==> src/rtl/core/did_pkg.sv <==
// Package for the delta instruction decoder: payload words, kinds, error causes.
// No dependencies.
package did_pkg;

    typedef enum logic [1:0] {
        KIND_COPY = 2'd0,
        KIND_LIT  = 2'd1,
        KIND_OK   = 2'd2,
        KIND_FAIL = 2'd3
    } t_kind;

    typedef enum logic [3:0] {
        ERR_NONE     = 4'd0,
        ERR_HDR_CUT  = 4'd1,
        ERR_BASE     = 4'd2,
        ERR_RANGE    = 4'd3,
        ERR_OVERFLOW = 4'd4,
        ERR_CMD_ZERO = 4'd5,
        ERR_TRUNC    = 4'd6,
        ERR_SHORT    = 4'd7,
        ERR_HDR_WIDE = 4'd8
    } t_err;

    typedef struct packed {
        logic [7:0] delta_byte;
        logic       last_byte;
    } t_in_word;

    typedef struct packed {
        logic [1:0]  op_kind;
        logic [31:0] source_offset;
        logic [23:0] copy_count;
        logic [7:0]  literal_value;
        logic [31:0] dest_position;
        logic [3:0]  error_cause;
        logic [31:0] result_length;
        logic        last_result;
    } t_out_word;

    localparam logic [23:0] COPY_ZERO_LEN = 24'h010000;

endpackage

==> src/rtl/core/did_fifo.sv <==
// Small two-entry register queue of packed words.
// Depends on nothing; the word type comes in as a type parameter.
module did_fifo #(
    parameter type T = logic [7:0]
) (
    input  logic i_clk,
    input  logic i_rst_n,
    input  logic i_push,
    input  T     i_data,
    output logic o_full,
    input  logic i_pop,
    output logic o_empty,
    output T     o_data
);
    T           r_mem [2];
    logic       r_wp, r_rp;
    logic [1:0] r_cnt;

    assign o_full  = r_cnt == 2'd2;
    assign o_empty = r_cnt == 2'd0;
    assign o_data  = r_mem[r_rp];

    // pointers and count
    always_ff @(posedge i_clk) begin
        if (!i_rst_n) begin
            r_wp  <= 1'b0;
            r_rp  <= 1'b0;
            r_cnt <= 2'd0;
        end else begin
            if (i_push && !o_full) r_wp <= ~r_wp;
            if (i_pop && !o_empty) r_rp <= ~r_rp;
            r_cnt <= r_cnt + 2'((i_push && !o_full) ? 1 : 0)
                           - 2'((i_pop && !o_empty) ? 1 : 0);
        end
    end

    // storage
    always_ff @(posedge i_clk) begin
        if (i_push && !o_full) r_mem[r_wp] <= i_data;
    end
endmodule

==> src/rtl/core/did_front.sv <==
// Front part: header varints, command classification and parameter gathering.
// Depends on did_pkg. Emits up to two words per byte into a result queue.
module did_front #(
    parameter int SIZE_BITS = 32
) (
    input  logic                 i_clk,
    input  logic                 i_rst_n,
    input  logic [31:0]          i_base_length,
    input  logic                 i_valid,
    input  did_pkg::t_in_word    i_word,
    output logic                 o_ready,
    output logic                 o_v0,
    output did_pkg::t_out_word   o_w0,
    output logic                 o_v1,
    output did_pkg::t_out_word   o_w1,
    input  logic [1:0]           i_space
);
    localparam int MAXH = (SIZE_BITS + 6) / 7;
    localparam int HB   = $clog2(MAXH + 1);

    typedef enum logic [2:0] {
        PH_BASE, PH_RES, PH_CMD, PH_COPY, PH_LIT, PH_FAIL
    } t_phase;

    t_phase               r_ph, n_ph;
    logic [HB-1:0]        r_seen, n_seen;
    logic [SIZE_BITS-1:0] r_vv, n_vv, r_decl, n_decl, r_rem, n_rem;
    logic [6:0]           r_flags, n_flags;
    logic [31:0]          r_off, n_off;
    logic [23:0]          r_len, n_len;
    logic [6:0]           r_litl, n_litl;
    logic [31:0]          r_wpos, n_wpos;
    logic                 r_failed, n_failed;
    did_pkg::t_err        r_err, n_err;

    logic [7:0] b;
    logic       go;
    assign b       = i_word.delta_byte;
    assign o_ready = i_space == 2'd2;
    assign go      = i_valid && o_ready;

    // header byte helpers
    logic [SIZE_BITS+6:0] hshift;
    logic                 hwide, hdone, hcont_err;
    logic [SIZE_BITS-1:0] hval;
    always_comb begin
        hshift    = (SIZE_BITS+7)'(b[6:0]) << (7 * r_seen);
        hwide     = |hshift[SIZE_BITS+6:SIZE_BITS];
        hval      = r_vv | hshift[SIZE_BITS-1:0];
        hdone     = !b[7];
        hcont_err = b[7] && (32'(r_seen) + 32'd1 >= 32'(MAXH));
    end

    // copy check on the gathered parameters
    function automatic void copy_chk(input logic [31:0] off, input logic [23:0] len,
                                     input logic [31:0] bl, input logic [SIZE_BITS-1:0] rem,
                                     output logic [23:0] l, output logic bad_rng,
                                     output logic bad_ovf);
        l       = (len == 24'd0) ? did_pkg::COPY_ZERO_LEN : len;
        bad_rng = ({1'b0, off} + 33'(l)) > {1'b0, bl};
        bad_ovf = 64'(l) > 64'(rem);
    endfunction

    logic [6:0]  fsel, fsel_low;
    logic [2:0]  fbit;
    logic [31:0] off_g;
    logic [23:0] len_g, cl;
    logic        crng, covf, do_cp;

    did_pkg::t_out_word w0, w1;

    always_comb begin
        n_ph = r_ph; n_seen = r_seen; n_vv = r_vv; n_decl = r_decl; n_rem = r_rem;
        n_flags = r_flags; n_off = r_off; n_len = r_len; n_litl = r_litl;
        n_wpos = r_wpos; n_failed = r_failed; n_err = r_err;
        o_v0 = 1'b0; o_v1 = 1'b0;
        w0 = '0; w1 = '0;
        fsel = '0; fbit = '0; off_g = r_off; len_g = r_len; do_cp = 1'b0;
        fsel_low = r_flags & (~r_flags + 7'd1);
        for (int k = 0; k < 7; k++) if (fsel_low[k]) fbit = 3'(k);
        cl = '0; crng = 1'b0; covf = 1'b0;
        if (go) begin
            case (r_ph)
                PH_BASE, PH_RES: begin
                    if (hwide || hcont_err) begin
                        n_ph = PH_FAIL; n_failed = 1'b1; n_err = did_pkg::ERR_HDR_WIDE;
                    end else begin
                        n_vv   = hval;
                        n_seen = r_seen + HB'(1);
                        if (hdone) begin
                            if (r_ph == PH_BASE) begin
                                if (64'(hval) != 64'(i_base_length)) begin
                                    n_ph = PH_FAIL; n_failed = 1'b1;
                                    n_err = did_pkg::ERR_BASE;
                                end else begin
                                    n_ph = PH_RES; n_vv = '0; n_seen = '0;
                                end
                            end else begin
                                n_decl = hval; n_rem = hval; n_ph = PH_CMD;
                            end
                        end
                    end
                end
                PH_CMD: begin
                    if (b[7]) begin
                        n_flags = b[6:0]; n_off = '0; n_len = '0;
                        off_g = '0; len_g = '0;
                        if (b[6:0] == 7'd0) do_cp = 1'b1;
                        else n_ph = PH_COPY;
                    end else if (b != 8'd0) begin
                        if (64'(b) > 64'(r_rem)) begin
                            n_ph = PH_FAIL; n_failed = 1'b1; n_err = did_pkg::ERR_OVERFLOW;
                        end else begin
                            n_litl = b[6:0]; n_ph = PH_LIT;
                        end
                    end else begin
                        n_ph = PH_FAIL; n_failed = 1'b1; n_err = did_pkg::ERR_CMD_ZERO;
                    end
                end
                PH_COPY: begin
                    fsel = r_flags & ~fsel_low;
                    n_flags = fsel;
                    if (fbit < 3'd4) off_g = r_off | (32'(b) << (8 * fbit[1:0]));
                    else len_g = r_len | (24'(b) << (8 * 32'(fbit - 3'd4)));
                    n_off = off_g; n_len = len_g;
                    if (fsel == 7'd0) do_cp = 1'b1;
                end
                PH_LIT: begin
                    o_v0 = 1'b1;
                    w0.op_kind = did_pkg::KIND_LIT;
                    w0.literal_value = b;
                    w0.dest_position = r_wpos;
                    n_wpos = r_wpos + 32'd1;
                    if (r_rem != '0) n_rem = r_rem - SIZE_BITS'(1);
                    if (r_litl != 7'd0) n_litl = r_litl - 7'd1;
                    if (r_litl <= 7'd1) n_ph = PH_CMD;
                end
                default: ;
            endcase
            if (do_cp) begin
                copy_chk(off_g, len_g, i_base_length, r_rem, cl, crng, covf);
                if (crng) begin
                    n_ph = PH_FAIL; n_failed = 1'b1; n_err = did_pkg::ERR_RANGE;
                end else if (covf) begin
                    n_ph = PH_FAIL; n_failed = 1'b1; n_err = did_pkg::ERR_OVERFLOW;
                end else begin
                    o_v0 = 1'b1;
                    w0.op_kind = did_pkg::KIND_COPY;
                    w0.source_offset = off_g;
                    w0.copy_count = cl;
                    w0.dest_position = r_wpos;
                    n_wpos = r_wpos + 32'(cl);
                    n_rem = r_rem - SIZE_BITS'(cl);
                    n_flags = '0; n_ph = PH_CMD;
                end
            end
            // end of stream status
            if (i_word.last_byte) begin
                if (!n_failed) begin
                    n_failed = 1'b1;
                    if (n_ph == PH_BASE || n_ph == PH_RES) n_err = did_pkg::ERR_HDR_CUT;
                    else if (n_ph == PH_COPY || n_ph == PH_LIT) n_err = did_pkg::ERR_TRUNC;
                    else if (n_rem != '0) n_err = did_pkg::ERR_SHORT;
                    else n_failed = 1'b0;
                end
                w1 = '0;
                w1.last_result = 1'b1;
                if (n_failed) begin
                    w1.op_kind = did_pkg::KIND_FAIL; w1.error_cause = n_err;
                end else begin
                    w1.op_kind = did_pkg::KIND_OK; w1.result_length = 32'(n_decl);
                end
                o_v1 = 1'b1;
                n_ph = PH_BASE; n_seen = '0; n_vv = '0; n_decl = '0; n_rem = '0;
                n_flags = '0; n_off = '0; n_len = '0; n_litl = '0; n_wpos = '0;
                n_failed = 1'b0; n_err = did_pkg::ERR_NONE;
            end
        end
        o_w0 = w0;
        o_w1 = w1;
    end

    // parse state
    always_ff @(posedge i_clk) begin
        if (!i_rst_n) begin
            r_ph <= PH_BASE; r_seen <= '0; r_vv <= '0; r_decl <= '0; r_rem <= '0;
            r_flags <= '0; r_off <= '0; r_len <= '0; r_litl <= '0; r_wpos <= '0;
            r_failed <= 1'b0; r_err <= did_pkg::ERR_NONE;
        end else begin
            r_ph <= n_ph; r_seen <= n_seen; r_vv <= n_vv; r_decl <= n_decl;
            r_rem <= n_rem; r_flags <= n_flags; r_off <= n_off; r_len <= n_len;
            r_litl <= n_litl; r_wpos <= n_wpos; r_failed <= n_failed; r_err <= n_err;
        end
    end
endmodule

==> src/rtl/core/did_back.sv <==
// Back part: orders up to two words per byte into the output queue.
// Depends on did_pkg.
module did_back (
    input  logic               i_clk,
    input  logic               i_rst_n,
    input  logic               i_v0,
    input  did_pkg::t_out_word i_w0,
    input  logic               i_v1,
    input  did_pkg::t_out_word i_w1,
    output logic [1:0]         o_space,
    input  logic               i_pop,
    output logic               o_empty,
    output did_pkg::t_out_word o_word
);
    // four-entry queue, two writes a cycle
    did_pkg::t_out_word r_q [4];
    logic [1:0] r_wp, r_rp;
    logic [2:0] r_cnt;
    logic [2:0] nwr;
    logic       deq;

    assign o_empty = r_cnt == 3'd0;
    assign o_word  = r_q[r_rp];
    assign deq     = i_pop && !o_empty;
    assign nwr     = 3'(i_v0) + 3'(i_v1);
    assign o_space = (r_cnt <= 3'd2) ? 2'd2 : 2'd0;

    always_ff @(posedge i_clk) begin
        if (!i_rst_n) begin
            r_wp <= '0; r_rp <= '0; r_cnt <= '0;
        end else begin
            r_wp  <= r_wp + nwr[1:0];
            if (deq) r_rp <= r_rp + 2'd1;
            r_cnt <= r_cnt + nwr - 3'(deq);
        end
    end

    always_ff @(posedge i_clk) begin
        if (i_v0) r_q[r_wp] <= i_w0;
        if (i_v1) r_q[r_wp + 2'(i_v0)] <= i_w1;
    end
endmodule

==> src/rtl/core/delta_instruction_decoder.sv <==
// Delta instruction decoder: takes one delta byte per cycle and produces
// copy orders, literal bytes and one status word per stream. The parser takes
// a byte every cycle the result queue has room for two words; the header,
// command and parameter parse takes one step per byte, so sustained
// rate is one byte per cycle while results are drained. Bytes pass
// through the input queue, the parser and the result queue.
// Depends on did_pkg, did_fifo, did_front, did_back.
module delta_instruction_decoder #(
    parameter int SIZE_BITS = 32
) (
    input  logic               i_clk,
    input  logic               i_rst_n,
    input  logic               push,
    input  did_pkg::t_in_word  i_in,
    output logic               full,
    output logic               empty,
    input  logic               pop,
    output did_pkg::t_out_word o_out,
    input  logic               i_cfg_valid,
    output logic               o_cfg_ready,
    input  logic [31:0]        i_cfg_data
);
    logic [31:0]        r_base_length;
    logic               q_empty, f_ready, v0, v1;
    did_pkg::t_in_word  q_word;
    did_pkg::t_out_word w0, w1;
    logic [1:0]         space;

    assign o_cfg_ready = 1'b1;

    // configuration register
    always_ff @(posedge i_clk) begin
        if (!i_rst_n) r_base_length <= '0;
        else if (i_cfg_valid) r_base_length <= i_cfg_data;
    end

    did_fifo #(.T(did_pkg::t_in_word)) u_inq (
        .i_clk, .i_rst_n, .i_push(push), .i_data(i_in), .o_full(full),
        .i_pop(f_ready), .o_empty(q_empty), .o_data(q_word)
    );

    did_front #(.SIZE_BITS(SIZE_BITS)) u_front (
        .i_clk, .i_rst_n, .i_base_length(r_base_length),
        .i_valid(!q_empty), .i_word(q_word), .o_ready(f_ready),
        .o_v0(v0), .o_w0(w0), .o_v1(v1), .o_w1(w1), .i_space(space)
    );

    did_back u_back (
        .i_clk, .i_rst_n, .i_v0(v0), .i_w0(w0), .i_v1(v1), .i_w1(w1),
        .o_space(space), .i_pop(pop), .o_empty(empty), .o_word(o_out)
    );
endmodule

==> config.mk <==
export PLATFORM = sky130hd
export DESIGN_NAME = delta_instruction_decoder
export DESIGN_NICKNAME = d
export VERILOG_FILES = /design/src/rtl/core/did_pkg.sv /design/src/rtl/core/did_fifo.sv /design/src/rtl/core/did_front.sv /design/src/rtl/core/did_back.sv /design/src/rtl/core/delta_instruction_decoder.sv
export SDC_FILE = /design/constraint.sdc
export NUM_CORES = 2
export LEC_CHECK = 0
export ABC_AREA = 1
export ABC_CLOCK_PERIOD_IN_PS = 17150
export BUFFER_PORTS_ARGS = -buffer_cell sky130_fd_sc_hd__buf_2
export CAP_MARGIN = 40
export CELL_PAD_IN_SITES_DETAIL_PLACEMENT = 1
export CELL_PAD_IN_SITES_GLOBAL_PLACEMENT = 1
export CORE_ASPECT_RATIO = 0.9
export CORE_MARGIN = 3
export CORE_UTILIZATION = 30
export DETAILED_ROUTE_END_ITERATION = 10
export GPL_TIMING_DRIVEN = 0
export PLACE_DENSITY = 0.56
export SYNTH_ARGS = -nofsm -noshare
export SYNTH_HDL_FRONTEND = slang
export SYNTH_HIERARCHICAL = 1
export SYNTH_SLANG_ARGS = --single-unit
export TNS_END_PERCENT = 30
==> constraint.sdc <==
create_clock -name i_clk -period 17.15 [get_ports i_clk]
set_input_delay 3.43 -clock i_clk [delete_from_list [all_inputs] [get_ports i_clk]]
set_output_delay 3.43 -clock i_clk [all_outputs]
set_load 0.01 [all_outputs]
==> key figures <==
Clocking
  • CTS Buffer Depth: 3
  • Clk sinks: 813
  • Clock latency at the later pin of the worst-skew pair: 770 ps
  • Post-CTS setup buffer count: 0
  • Clk root buf: clkbuf_16
  • TritonCTS Buffers: 100
  • CTS tree: built
  • Post-CTS Resized: 0
  • CTS Hold Bufs: 0
  • Clk pin slew, worst setup/hold paths: 60 ps
  • H-Tree Depth: 3

Final layout
  • Commonest cells after routing, fill and taps aside: nand2_1, o21ai_0, nor2_1, inv_1, edfxtp_1
  • Fillers: 20000
  • Commonest non-fill, non-tap cell in the layout: nand2_1
  • Design Area, Final: 58900 um^2
  • Final net count: 7070
  • Share of layout cells above drive strength 1: 12.9%
  • Synthesis-to-layout area growth: 17.1%

Yosys
  • Sequential fraction of the synthesis area: 43.5%
  • Distinct cells, synth: 66
  • Yosys warnings: 6
  • Gate Count Post-Synth: 6405
  • FF+latch count, synth: 813
  • Syn_area_per_cell: 7.85 um^2
  • EDFF count, synth: 558
  • Async SR Flop Fraction: 0%
  • Dominant synthesized flop cell: edfxtp_1
  • Mapped Area: 50300 um^2

Timing
  • Slew @ Worst Pin: 959 ps
  • Max_slew headroom: 35.9%
  • Final setup fails: 0
  • Final Critical Period: 13760 ps
  • Max Clk Rate: 72.6 MHz
  • Final period util: 80.3%
  • Clk_skew: 51.6 ps
  • Setup TNS: 0 ps
  • RSZ-0062 raised after global routing: no
  • Final Hold Fails: 0
  • Slew Limit Fails: 0

Worst hold path
  • Worst min-delay path category: flip-flop to flip-flop
  • Hold Crit Start: u_front/r_vv[27]
  • WHS Endpoint: u_front/r_vv[27]
  • Hold path depth: 2

Worst setup path
  • Critical Path RT: 17580 ps
  • Worst path most repeated cell: nand2_1
  • Crit end category: flip-flop
  • Worst reg2reg path endpoint: u_back/r_q[2][98]
  • Critical Path Max Stage Delay: 670 ps
  • Slowest-stage cell, CP: nor4_1
  • CP Data Arrival Time: 14200 ps
  • Largest fanout on the critical path: 19
  • CP Launch Type: flip-flop
  • FF-to-FF path depth: 50
  • Critical path class: flip-flop to flip-flop
  • Internal reg-to-reg setup slack: 3390 ps

Route
  • Routed WL: 221 mm
  • Via count: 46700
  • Pre-antenna DRT Iters: 5
  • Vias/cell: 5.08
  • 1st-iter DRT viols: 3524
  • WL per Instance: 24.1 um
  • DRC Markers: 0
  • Antenna-violating nets left: 0

Power and ir drop
  • Combinational share of power: 33.2%
  • P_leak: 0.0232 uW
  • VDD IR-drop max: 0.0789 mV
  • Power Internal: 4040 uW
  • Reg power frac: 34.2%
  • Power density cells: 111 nW/um^2
  • Clock power frac: 32.6%
  • Switching Fraction: 38.4%
  • Pwr Total: 6560 uW
  • Switching power: 2520 uW

Global route
  • Initial antenna violation count: 21
  • Gr usage total: 25.0%
  • First-pass GRT wire length: 322 mm
  • Grt ovf: 0
  • Vias in the first global route: 46800
  • Pin count of the biggest net entering global routing: 22

Die
  • Die height: 394 um
  • Boundary Pins: 184
  • Starting Density: 30.4%
  • Width of the die: 438 um
  • Placeable Area: 165000 um^2
  • Die ar.: 173000 um^2
  • Row count: 141

Run status
  • Status: completed

Placement
  • Placed inst area: 55600 um^2
  • Hpwl dp: 171 mm
  • GPL Wtd Cong: 0.950
  • IO Port Bufs: 181

Job
  • Max-Cap Viols: 0
registers in the layout, summed over array words and instances (netlist names), 4 cells and up, named ones only:
| register | count |
|---|---|
| u_front/r_len | 24 |
| u_front/r_decl | 32 |
| u_front/r_flags | 7 |
| u_front/r_wpos | 32 |
| u_front/r_err | 4 |
| u_back/r_q | 540 |
| u_front/r_litl | 7 |
| u_front/r_rem | 32 |
| u_inq/r_mem | 18 |
| r_base_length | 32 |
| u_front/r_off | 32 |
| u_front/r_vv | 32 |
worst max path at each step:
stage / startpoint / to / slack (ps) / depth (start not counted)
2_1_floorplan: flip-flop / u_back/r_q[1][0] / 850 / 45
3_3_place_gp: flip-flop / u_back/r_q[3][94] / -14680 / 37
3_5_place_dp: flip-flop / u_back/r_q[2][95] / 3370 / 50
4_1_cts: flip-flop / u_back/r_q[2][98] / 3320 / 50
5_1_grt: flip-flop / u_back/r_q[2][98] / 2800 / 50
6_report: flip-flop / u_back/r_q[2][98] / 3390 / 50
cells by family (layout without fill, tap and decap cells):
kind of cell               after synthesis  in the layout  synth area share (%)
and+or+nand+nor                       2491           2491                  20.3
AOI/OAI and AO/OA                     1690           1690                  18.9
buffers and inverters                 1138           1578                  11.4
DFF                                    813            813                  43.5
adders and majority gates              131            131                  3.32
xor gates and xnor gates               128            128                  2.23
muxes                                   11             11                 0.309
other                                    3            141                0.0224
synthesized netlist by cell type, types with 104 or more instances:
master	count	area (um^2)
nand2_1	1439	5400
o21ai_0	734	3670
nor2_1	727	2730
inv_1	628	2360
edfxtp_1	558	16800
a21oi_1	354	1770
dfxtp_1	255	5100
clkbuf_1	183	687
o21ai_1	158	791
o22ai_1	153	957
buf_4	151	1130
ha_1	127	1590
nand3_1	118	591
buf_6	104	1170
final cells by class:
| cell class | count | area [um^2] | area share (%) |
|---|---|---|---|
| clock inverter | 58 | 572 | 0.971 |
| multi-input combinational | 4587 | 23200 | 39.4 |
| antenna | 5 | 12.5 | 0.0212 |
| clock buffer | 129 | 2680 | 4.55 |
| buffer | 492 | 3320 | 5.63 |
| tap | 2216 | 2770 | 4.71 |
| timing repair buffer | 253 | 2030 | 3.45 |
| sequential | 813 | 21900 | 37.1 |
| inverter | 646 | 2430 | 4.13 |
through the flow:
| step | util, % | hold WS (ps) | setup WS, ps | cells |
|---|---|---|---|---|
| floorplan | - | 438 | 855 | 6538 |
| global placement | 32.9 | 447 | -14680 | 8935 |
| detailed placement | 33.7 | 453 | 3370 | 9007 |
| CTS | 35.6 | 462 | 3320 | 9194 |
| global route | 35.6 | 474 | 2800 | 9196 |
| finish | 35.6 | 458 | 3390 | 9199 |
metal layers:
metal  share of wire, %  up-vias  global-route usage, %
met5              0.014        -                      0
met4                1.9        6                   5.03
met3                4.7      239                   3.19
met2                 46     1023                   40.4
met1                 47    23200                   35.8
li1                   -    22200                      -
worst max-delay path, delay by kind of cell (launching register included):
kind,cells,cell delay [ps]
buffers and inverters,20,5450
and+or+nand+nor,15,3130
AOI/OAI and AO/OA,10,2810
adders and majority gates,3,990
xor gates and xnor gates,1,400
DFF,1,330
muxes,1,210
power groups by stage:
stage          clock (uW)  sequential (uW)  combinational [uW]
3_5_place_dp            0             2280                2170
3_3_place_gp            0             2360                2100
4_1_cts              2200             2240                2180
6_report             2140             2240                2180
5_1_grt              2270             2250                2370
2_1_floorplan           0             2310                1210
No activity file was read; power rests on OpenSTA's default activity.
